===== src/hw/rtl/spa_pkg.sv =====
// Shared types and constants for the slot pool allocator.
`timescale 1ns / 1ps

package spa_pkg;

	localparam int SLOT_W  = 6;
	localparam int RANK_W  = 6;
	localparam int ID_W    = 32;
	localparam int COUNT_W = 7;

	typedef enum logic [1:0] {
		CMD_ALLOC  = 2'd0,
		CMD_FREE   = 2'd1,
		CMD_CLEAR  = 2'd2,
		CMD_LOOKUP = 2'd3
	} cmd_t;

	typedef enum logic [1:0] {
		STATUS_OK      = 2'd0,
		STATUS_MISS    = 2'd1,
		STATUS_BADFREE = 2'd2
	} status_t;

	typedef struct packed {
		cmd_t              cmd;
		logic [SLOT_W-1:0] slot_index;
		logic [RANK_W-1:0] live_rank;
	} req_t;

	typedef struct packed {
		status_t            status;
		logic [SLOT_W-1:0]  slot_out;
		logic [ID_W-1:0]    entity_id;
		logic [COUNT_W-1:0] live_count;
	} rsp_t;

	typedef enum logic [2:0] {
		S_IDLE,
		S_SWEEP,
		S_SCAN,
		S_FREE_CHK,
		S_DONE
	} state_t;

endpackage


===== src/hw/rtl/slot_pool_allocator_unit.sv =====
// Top level of the first-fit bitmap slot allocator.
`timescale 1ns / 1ps

// channel | dir | handshake            | word
// --------+-----+----------------------+----------------------------------------
// req     | in  | req_valid/req_stall  | cmd, slot_index, live_rank
// rsp     | out | rsp_valid/rsp_stall  | status, slot_out, entity_id, live_count
//
// Scan: alloc and lookup walk the used bitmap one slot per cycle through the
//   single read port of the bitmap memory in S_SCAN, then pass S_DONE. Full
//   pool or out-of-range rank goes straight to S_DONE, free via S_FREE_CHK.
// Clear writes zero over the bitmap, one entry per cycle, in S_SWEEP.
// Reset: after arst_n releases, a clearing pass over every slot runs
//   with req_stall high before the first word is taken.
// Stalls: one result register; req is taken again while a result waits, and a
//   finished item parks in S_DONE until the result register frees up.

module slot_pool_allocator_unit #(
	parameter int POOL_SLOTS = 64
) (
	input  logic         clk,
	input  logic         arst_n,
	input  logic         req_valid,
	output logic         req_stall,
	input  spa_pkg::req_t req,
	output logic         rsp_valid,
	input  logic         rsp_stall,
	output spa_pkg::rsp_t rsp
);

	import spa_pkg::*;

	localparam int IDXW = (POOL_SLOTS > 1) ? $clog2(POOL_SLOTS) : 1;
	localparam int CNTW = $clog2(POOL_SLOTS + 1);
	localparam int CMPW = (CNTW > RANK_W) ? CNTW : RANK_W;

	// used bitmap, one bit per slot
	logic used_mem [POOL_SLOTS];

	state_t            state_q, state_d;
	logic [CNTW-1:0]   scan_q, scan_d;
	logic [RANK_W-1:0] seen_q, seen_d;
	logic [CNTW-1:0]   used_total_q, used_total_d;
	logic [ID_W-1:0]   next_id_q, next_id_d;
	logic              sweep_rsp_q, sweep_rsp_d;
	req_t              op_q, op_d;
	rsp_t              res_q, res_d;
	rsp_t              rsp_q, rsp_d;
	logic              rsp_valid_q, rsp_valid_d;

	// read pipeline: address issued, the registered bit comes back in the following cycle
	logic              chk_valid_s1, chk_valid_d;
	logic [IDXW-1:0]   chk_idx_s1;
	logic              rd_bit_s1;

	logic              mem_re;
	logic [IDXW-1:0]   mem_raddr;
	logic              mem_we;
	logic [IDXW-1:0]   mem_waddr;
	logic              mem_wdata;
	logic              out_free;

	assign out_free  = !rsp_valid_q || !rsp_stall;
	assign req_stall = (state_q != S_IDLE);
	assign rsp_valid = rsp_valid_q;
	assign rsp       = rsp_q;

	always_ff @(posedge clk) begin
		if (mem_we) begin
			used_mem[mem_waddr] <= mem_wdata;
		end
		if (mem_re) begin
			rd_bit_s1 <= used_mem[mem_raddr];
		end
		chk_idx_s1 <= mem_raddr;
	end

	always_ff @(posedge clk or negedge arst_n) begin
		if (!arst_n) begin
			state_q      <= S_SWEEP;
			scan_q       <= '0;
			seen_q       <= '0;
			used_total_q <= '0;
			next_id_q    <= ID_W'(1);
			sweep_rsp_q  <= 1'b0;
			rsp_valid_q  <= 1'b0;
			chk_valid_s1 <= 1'b0;
		end else begin
			state_q      <= state_d;
			scan_q       <= scan_d;
			seen_q       <= seen_d;
			used_total_q <= used_total_d;
			next_id_q    <= next_id_d;
			sweep_rsp_q  <= sweep_rsp_d;
			rsp_valid_q  <= rsp_valid_d;
			chk_valid_s1 <= chk_valid_d;
		end
	end

	// payload registers
	always_ff @(posedge clk) begin
		op_q  <= op_d;
		res_q <= res_d;
		rsp_q <= rsp_d;
	end

	always_comb begin
		state_d      = state_q;
		scan_d       = scan_q;
		seen_d       = seen_q;
		used_total_d = used_total_q;
		next_id_d    = next_id_q;
		sweep_rsp_d  = sweep_rsp_q;
		op_d         = op_q;
		res_d        = res_q;
		rsp_d        = rsp_q;
		rsp_valid_d  = rsp_valid_q && rsp_stall;
		chk_valid_d  = 1'b0;
		mem_re       = 1'b0;
		mem_raddr    = scan_q[IDXW-1:0];
		mem_we       = 1'b0;
		mem_waddr    = chk_idx_s1;
		mem_wdata    = 1'b0;

		unique case (state_q)
			S_IDLE: begin
				if (req_valid) begin
					op_d       = req;
					res_d      = '0;
					res_d.status = STATUS_OK;
					scan_d     = '0;
					seen_d     = '0;
					unique case (req.cmd)
						CMD_ALLOC: begin
							// a non-full pool always has a free slot to find
							if (used_total_q == CNTW'(POOL_SLOTS)) begin
								res_d.status = STATUS_MISS;
								state_d      = S_DONE;
							end else begin
								state_d = S_SCAN;
							end
						end
						CMD_LOOKUP: begin
							if (CMPW'(req.live_rank) >= CMPW'(used_total_q)) begin
								res_d.status = STATUS_MISS;
								state_d      = S_DONE;
							end else begin
								state_d = S_SCAN;
							end
						end
						CMD_FREE: begin
							if (32'(req.slot_index) < 32'(POOL_SLOTS)) begin
								mem_re    = 1'b1;
								mem_raddr = IDXW'(req.slot_index);
								state_d   = S_FREE_CHK;
							end else begin
								res_d.status = STATUS_BADFREE;
								state_d      = S_DONE;
							end
						end
						CMD_CLEAR: begin
							sweep_rsp_d = 1'b1;
							state_d     = S_SWEEP;
						end
						default: begin
							state_d = S_IDLE;
						end
					endcase
				end
			end

			S_SWEEP: begin
				mem_we    = 1'b1;
				mem_waddr = scan_q[IDXW-1:0];
				mem_wdata = 1'b0;
				scan_d    = scan_q + CNTW'(1);
				if (scan_q == CNTW'(POOL_SLOTS - 1)) begin
					used_total_d = '0;
					next_id_d    = ID_W'(1);
					sweep_rsp_d  = 1'b0;
					state_d      = sweep_rsp_q ? S_DONE : S_IDLE;
				end
			end

			S_SCAN: begin
				if (scan_q < CNTW'(POOL_SLOTS)) begin
					mem_re      = 1'b1;
					mem_raddr   = scan_q[IDXW-1:0];
					scan_d      = scan_q + CNTW'(1);
					chk_valid_d = 1'b1;
				end
				if (chk_valid_s1) begin
					if (op_q.cmd == CMD_ALLOC) begin
						if (!rd_bit_s1) begin
							mem_we          = 1'b1;
							mem_waddr       = chk_idx_s1;
							mem_wdata       = 1'b1;
							used_total_d    = used_total_q + CNTW'(1);
							next_id_d       = next_id_q + ID_W'(1);
							res_d.slot_out  = SLOT_W'(chk_idx_s1);
							res_d.entity_id = next_id_q;
							chk_valid_d     = 1'b0;
							state_d         = S_DONE;
						end
					end else if (rd_bit_s1) begin
						if (seen_q == op_q.live_rank) begin
							res_d.slot_out = SLOT_W'(chk_idx_s1);
							chk_valid_d    = 1'b0;
							state_d        = S_DONE;
						end else begin
							seen_d = seen_q + RANK_W'(1);
						end
					end
				end
			end

			S_FREE_CHK: begin
				if (rd_bit_s1) begin
					mem_we       = 1'b1;
					mem_waddr    = IDXW'(op_q.slot_index);
					mem_wdata    = 1'b0;
					used_total_d = used_total_q - CNTW'(1);
				end else begin
					res_d.status = STATUS_BADFREE;
				end
				state_d = S_DONE;
			end

			S_DONE: begin
				if (out_free) begin
					rsp_d            = res_q;
					rsp_d.live_count = COUNT_W'(used_total_q);
					rsp_valid_d      = 1'b1;
					state_d          = S_IDLE;
				end
			end

			default: begin
				state_d = S_IDLE;
			end
		endcase
	end

endmodule


===== config.mk =====
export PLATFORM = sky130hd
export DESIGN_NAME = slot_pool_allocator_unit
export DESIGN_NICKNAME = d
export VERILOG_FILES = /design/src/hw/rtl/spa_pkg.sv /design/src/hw/rtl/slot_pool_allocator_unit.sv
export SDC_FILE = /design/constraint.sdc
export NUM_CORES = 1
export LEC_CHECK = 0
export BUFFER_PORTS_ARGS = -buffer_cell sky130_fd_sc_hd__buf_2
export CORE_AREA = 2 2 232 120
export DETAILED_ROUTE_END_ITERATION = 8
export DIE_AREA = 0 0 234 122
export GPL_ROUTABILITY_DRIVEN = 0
export PLACE_DENSITY = 0.67
export SETUP_SLACK_MARGIN = 0.2
export SKIP_LAST_GASP = 1
export SYNTH_ARGS = -nofsm -noshare
export SYNTH_HDL_FRONTEND = slang
export SYNTH_SLANG_ARGS = --single-unit

===== constraint.sdc =====
create_clock -name clk -period 4.7 [get_ports clk]
set_input_delay 0.94 -clock clk [delete_from_list [all_inputs] [get_ports clk]]
set_output_delay 0.94 -clock clk [all_outputs]
set_load 0.05 [all_outputs]

==> flow_metrics.tcl, run 1 <==
set metrics [dict create \
    path_common_cell "sky130_fd_sc_hd__buf_4" \
    cts.hold.buffers_added 0 \
    leakagePower_nw 4.322 \
    leading_post_synthesis_cells_by_instance_count "166 x sky130_fd_sc_hd__edfxtp_1, 127 x sky130_fd_sc_hd__nor2_1, 56 x sky130_fd_sc_hd__dfrtp_1" \
    family_of_cells_with_the_greatest_summed_delay_on_the_critical_path "compound AO/OA/AOI/OAI gates" \
    required_ns 4.96 \
    cts_sinks 230 \
    antenna_violating_nets_post_route 0 \
    finalHoldViolCount 0 \
    fin_cells 1315 \
    setup.worst_path.class "reg2reg" \
    fraction_of_the_mapped_netlist_area_in_adder_cells_pct 2.470 \
    finalMaxSlewViolations 0 \
    design_area_sq_um 11830 \
    cts_repair_resizes 0 \
    dr_total_vias 7086 \
    numCtsBuffers 21 \
    critical_path.max_stage_delay_ns 0.64 \
    core_area_sq_um 26850 \
    drive_gt1_share_pct 15.39 \
    synthSimpleGateAreaFrac_pct 16.23 \
    netlist_instances 868 \
    cts_max_path_buffers 3 \
    critPathCaptureType "register" \
    synth.area.top_cells "sky130_fd_sc_hd__edfxtp_1 48%, sky130_fd_sc_hd__dfrtp_1 13%, sky130_fd_sc_hd__nor2_1 4.6%, sky130_fd_sc_hd__and2_1 2.3%, sky130_fd_sc_hd__ha_1 2.3%" \
    cts_root_buf "sky130_fd_sc_hd__clkbuf_16" \
    drt_iter0_markers 815 \
    grt.total_usage_pct 18.28 \
    yosys.cell_count.top_type "sky130_fd_sc_hd__edfxtp_1" \
    wire_length_of_the_first_global_routing_pass_mm 39.38 \
    layout-area-overhead-vs-synth_pct 13.32 \
    post_synth_xor_area_fraction_pct 3.357 \
    drt-pass1-iter-count 5 \
    postSynthAreaPerCell_sq_um 12.02 \
    num_io_pins 67 \
    number_of_storage_elements_in_the_synthesis_netlist 230 \
    synth_top_family_by_area "simple AND/OR/NAND/NOR gates" \
    synth.lib_cells_used.distinct 74 \
    rsz_0062_raised_after_global_routing "no" \
    wl_per_cell_um 19.36 \
    placed_cell_area_sq_um 11220 \
    post_synth_instance_area_sq_um 10440 \
    critical_path_peak_fanout 20 \
    fin_tns_setup_ns 0 \
    post_synth_mux_area_share_pct 2.362 \
    placementRows 43 \
    fp.dieH_um 122 \
    number_of_synthesized_flops_with_an_enable_pin 166 \
    synth_ff_type "sky130_fd_sc_hd__edfxtp_1" \
    grt_start_max_net_pins 68 \
    vias_per_cell 5.389 \
    clk_pin_slew_worst_paths_ns 0.07 \
    max-cap-violations 0 \
    tritoncts "built" \
    cp.buffers_inverters 3 \
    cp.arrival_ns 4.21 \
    diodes 0 \
    route.detailed.drc 0 \
    grt_pass1_vias 6605 \
    source_to_sink_clock_delay_at_the_later_pin_of_the_worst_skew_pair_ns 0.52 \
    dpl.hpwl_mm 18.42 \
    dpl_worst_slack_ns 0.6164 \
    setup-violations-final 0 \
    vdd_drop_max_mv 0.1958 \
    seq_area_frac_synth_pct 62.85 \
    yosys.area.top_type "sky130_fd_sc_hd__edfxtp_1" \
    worstMarginPinSlew_ns 1.191 \
    syn_warnings 0 \
    critPathSlowestCell "sky130_fd_sc_hd__dfrtp_1" \
    finalHoldWorstSlack_ns 0.4176 \
    floorplan.die_area_sq_um 28550 \
    port_buffers 66 \
    critical_path.startpoint_type "register" \
    synthArstFlopShare_pct 25.22 \
    post_cts_buffers 0 \
    layout_worst_path_cycle_share_pct 84.02 \
    cellPowerDensity_nw_per_um2 319.0 \
    crit_chain "nor3_4, buf_4, inv_2, o21ai_2, and2_1, buf_4, mux2_2, a22o_1, a2111oi_2, nor4_1" \
    run_status "completed" \
    clock_skew_ns 0.02254 \
    number_of_antenna_violations_at_the_first_check_in_global_routing 0 \
    grt_overflow_total 0 \
    synth_top_cell_area_share_pct 47.76 \
    die-width_um 234 \
    postLayoutSetupSlackWorst_ns 0.7512 \
    floorplan.initialDensity_pct 38.87 \
    placed_cells 1277 \
    net_count_synth 906 \
    final_nets 978 \
    h-tree-depth 1 \
    achievable_clock_frequency_mhz 253.2 \
    wirelength_mm 25.46 \
    relative_slew_slack_pct 20.43 \
    worstHoldPathType "reg2reg" \
    period_needed_ns 3.949 \
    post_synthesis_compound_gate_area_fraction_pct 10.29 \
]
==> layer usage <==
metal | track usage (%) | share of wire [%] | up-vias
li1 | - | - | 3301
met1 | 31.08 | 52 | 3474
met2 | 21.74 | 36 | 279
met3 | 4.963 | 9.4 | 32
met4 | 4.193 | 2.2 | 0
met5 | 0 | 0 | -
==> sequential cells by signal, indices dropped and copies added, names as in the netlist <==
name          cells
used_mem         64
rsp              47
res_q            40
next_id_q        32
op_q             14
scan_q            7
used_total_q      7
chk_idx_s1        6
seen_q            6
state_q           3
chk_valid_s1      1
rd_bit_s1         1
rsp_valid         1
sweep_rsp_q       1
==> cell families (layout without fill, tap and decap cells) <==
group | after synthesis | count (layout)
mux | 22 | 22
simple gates | 345 | 345
xor+xnor | 40 | 40
fa+ha+maj | 20 | 20
buf+inv | 63 | 150
compound gates | 148 | 148
flops | 230 | 230
==> path summary, 6_finish.rpt <==
path / from / to / slack, ns / depth (start not counted)
max reg2reg: state_q[1]$_DFFE_PN0P_ / rd_bit_s1$_DFFE_PP_ / 0.75 / 10
min reg2reg: res_q[22]$_SDFFCE_PN0P_ / rsp[22]$_DFFE_PP_ / 0.42 / 0
max: state_q[1]$_DFFE_PN0P_ / rd_bit_s1$_DFFE_PP_ / 0.75 / 10
min in group asynchronous: arst_n / used_total_q[3]$_DFFE_PN0P_ / 0.59 / 2
max in group asynchronous: arst_n / next_id_q[4]$_DFFE_PN0P_ / 3.57 / 2
min: res_q[22]$_SDFFCE_PN0P_ / rsp[22]$_DFFE_PP_ / 0.42 / 0
==> cells in the final DEF (no fill, tap or decap), drive strengths merged, types with 5 or more instances in the layout <==
| cell | netlist | layout |
|---|---|---|
| a21oi | 24 | 24 |
| clkinv | 0 | 5 |
| a21o | 9 | 9 |
| clkbuf | 24 | 30 |
| dfxtp | 6 | 6 |
| a211oi | 12 | 12 |
| or3 | 12 | 12 |
| mux2 | 11 | 11 |
| a22o | 9 | 9 |
| nor2 | 129 | 129 |
| nand3 | 31 | 31 |
| o21ai | 37 | 37 |
| edfxtp | 166 | 166 |
| mux2i | 10 | 10 |
| xnor2 | 20 | 20 |
| and2 | 39 | 39 |
| ha | 19 | 19 |
| nand2b | 16 | 16 |
| a311oi | 5 | 5 |
| nor2b | 7 | 7 |
| and3 | 15 | 15 |
| nor3 | 17 | 17 |
| nand4 | 9 | 9 |
| xor2 | 20 | 20 |
| buf | 8 | 81 |
| nand2 | 54 | 54 |
| o211ai | 5 | 5 |
| inv | 31 | 32 |
| dfrtp | 56 | 56 |
==> report_power, final <==
group / total, mW / internal [mW] / leakage [nW] / switching [mW]
Clock: 1.57 / 0.836 / 0.291 / 0.739
Sequential: 2.15 / 2.15 / 2.18 / 0.0000000000000000520
Combinational: 0.0445 / 0.0142 / 1.85 / 0.0304
==> final cells by class <==
| class | count | area [sq um] |
|---|---|---|
| fill | 2466 | 15020 |
| sequential | 230 | 6559 |
| timing repair buffer | 81 | 442.9 |
| clock buffer | 30 | 559.3 |
| clock inverter | 8 | 47.55 |
| inverter | 31 | 116.4 |
| tap | 360 | 450.4 |
| multi-input combinational | 575 | 3651 |
==> stage by stage <==
step	util [%]	total power [mW]
after detailed placement	41.79	2.242
final	44.05	3.773
after CTS	44.05	3.809
after global routing	44.05	3.900
after floorplan	-	2.212
after global placement	41.79	2.242
(Power assumes the default switching activity.)
==> run 2, diff against run 1 <==
PLACE_DENSITY = 0.69   (was 0.67)
clock period = 3.5 ns   (was 4.7 ns; I/O delays follow)
==> flow_metrics.tcl, run 2 (same netlist as run 1, synthesis figures left out) <==
set metrics [dict create \
    multi_input_logic_area_sq_um 3650 \
    fp.dieH_um 122 \
    dr_total_vias 7185 \
    number_of_antenna_violations_at_the_first_check_in_global_routing 1 \
    cts_root_buf "sky130_fd_sc_hd__clkbuf_16" \
    totalPowerFinal_mw 5.221 \
    drive_gt1_share_pct 17.60 \
    design_area_sq_um 12050 \
    clk_pin_slew_worst_paths_ns 0.07 \
    vdd_drop_max_mv 0.2792 \
    most_common_cell_after_layout_fill_and_taps_aside "sky130_fd_sc_hd__edfxtp_1" \
    cts_sinks 230 \
    route.detailed.drc 0 \
    port_buffers 66 \
    core_area_sq_um 26850 \
    rsz_0062_raised_after_global_routing "no" \
    critical_path_peak_fanout 14 \
    max-cap-violations 0 \
    largest-register "used_mem" \
    final_nets 1000 \
    antenna_violating_nets_post_route 0 \
    fin_tns_setup_ns 0 \
    floorplan.die_area_sq_um 28550 \
    required_ns 3.75 \
    source_to_sink_clock_delay_at_the_later_pin_of_the_worst_skew_pair_ns 0.53 \
    cellPowerDensity_nw_per_um2 433.3 \
    grt.total_usage_pct 18.02 \
    cts.hold.buffers_added 0 \
    die-width_um 234 \
    worstMarginPinSlew_ns 1.018 \
    relative_slew_slack_pct 32.11 \
    finalMaxSlewViolations 0 \
    grt_overflow_total 0 \
    wirelength_mm 25.39 \
    tritoncts "built" \
    cp.arrival_ns 3.24 \
    h-tree-depth 1 \
    setup.worst_path.class "reg2reg" \
    setup-violations-final 0 \
    finalHoldWorstSlack_ns 0.3542 \
    cts_repair_resizes 0 \
    grt_start_max_net_pins 67 \
    largest_reg_flops 64 \
    layout-area-overhead-vs-synth_pct 15.45 \
    wl_per_cell_um 18.97 \
    grt_pass1_vias 6525 \
    vias_per_cell 5.370 \
    dpl.hpwl_mm 18.43 \
    placed_cell_area_sq_um 11380 \
    drt_iter0_markers 824 \
    worstHoldPathType "in2async" \
    filler_cell_count 2428 \
    achievable_clock_frequency_mhz 334.6 \
    total_area_of_sequential_cells_sq_um 6559 \
    wire_length_of_the_first_global_routing_pass_mm 38.81 \
    period_needed_ns 2.989 \
    drt-pass1-iter-count 5 \
    final_util_pct 44.88 \
    clock_skew_ns 0.02030 \
    num_io_pins 67 \
    placementRows 43 \
    leakagePower_nw 4.452 \
    layout_worst_path_cycle_share_pct 85.40 \
    finalHoldViolCount 0 \
    numCtsBuffers 21 \
    cts_max_path_buffers 3 \
    floorplan.initialDensity_pct 38.87 \
    critPathCaptureType "register" \
    post_cts_buffers 0 \
    run_status "completed" \
    layout_common_cells "166 x sky130_fd_sc_hd__edfxtp_1, 125 x sky130_fd_sc_hd__nor2_1, 66 x sky130_fd_sc_hd__buf_2" \
    critical_path.startpoint_type "register" \
]
-- run 2: cell types whose count changed in the layout (fill, tap and decap cells not counted), moves of 2 or more --
| cell | previous run | this run |
|---|---|---|
| sky130_fd_sc_hd__clkinvlp_4 | 2 | 4 |
| sky130_fd_sc_hd__clkbuf_1 | 9 | 5 |
| sky130_fd_sc_hd__buf_4 | 15 | 37 |
| sky130_fd_sc_hd__clkbuf_8 | 0 | 2 |
| sky130_fd_sc_hd__clkinv_2 | 4 | 2 |
-- run 2: worst paths after layout --
check	from	endpoint	slack, ns	cells past startpoint
hold / removal	arst_n	used_total_q[5]$_DFFE_PN0P_	0.35	1
max in group asynchronous	arst_n	next_id_q[18]$_DFFE_PN0P_	2.35	2
min in group clk	req[1]	op_q[1]$_DFFE_PP_	0.39	1
setup / recovery	state_q[0]$_DFFE_PN1P_	rd_bit_s1$_DFFE_PP_	0.51	8
setup reg to reg	state_q[0]$_DFFE_PN1P_	rd_bit_s1$_DFFE_PP_	0.51	8
hold reg to reg	res_q[38]$_SDFFCE_PN0P_	rsp[38]$_DFFE_PP_	0.42	0
-- run 2: stage by stage --
step	setup slack, ns	cells
floorplan	0.3816	868
global placement	0.1847	1299
CTS	0.5175	1337
global route	0.2863	1338
finish	0.5110	1338
detailed placement	0.1009	1299
-- run 2: where the power goes --
group	switching, mW	internal, mW	total (mW)
sequential	0.0000000000000000680	2.89	2.89
combinational	0.0421	0.0192	0.0613
clock	1.03	1.24	2.27
-- run 2: critical path: stages, from the launching register on --
cell                        delay [ns]
sky130_fd_sc_hd__dfstp_2          0.45
sky130_fd_sc_hd__nor3_4           0.25
sky130_fd_sc_hd__inv_2            0.16
sky130_fd_sc_hd__o21ai_2          0.19
sky130_fd_sc_hd__and2_1           0.34
sky130_fd_sc_hd__mux4_2           0.56
sky130_fd_sc_hd__a2111o_1         0.44
sky130_fd_sc_hd__a2111oi_2        0.23
sky130_fd_sc_hd__nor4_1           0.10
-- run 2: final cells by class --
class                   count  share of cell area (%)
repair buffers            103                   5.047
multi-input cells         575                   30.29
flip-flops and latches    230                   54.43
diodes                      1                 0.02077
inverters                  31                  0.9657
clock inverters            10                  0.7580
clock buffers              28                   4.746
well taps                 360                   3.738
-- run 2: routing by layer --
metal | GRT usage, % | share of wire, % | routed length (um)
met1 | 29.91 | 51 | 13070
met2 | 21.81 | 36 | 9221
met3 | 5.899 | 11 | 2693
met4 | 3.560 | 1.6 | 404
met5 | 0 | 0 | 0
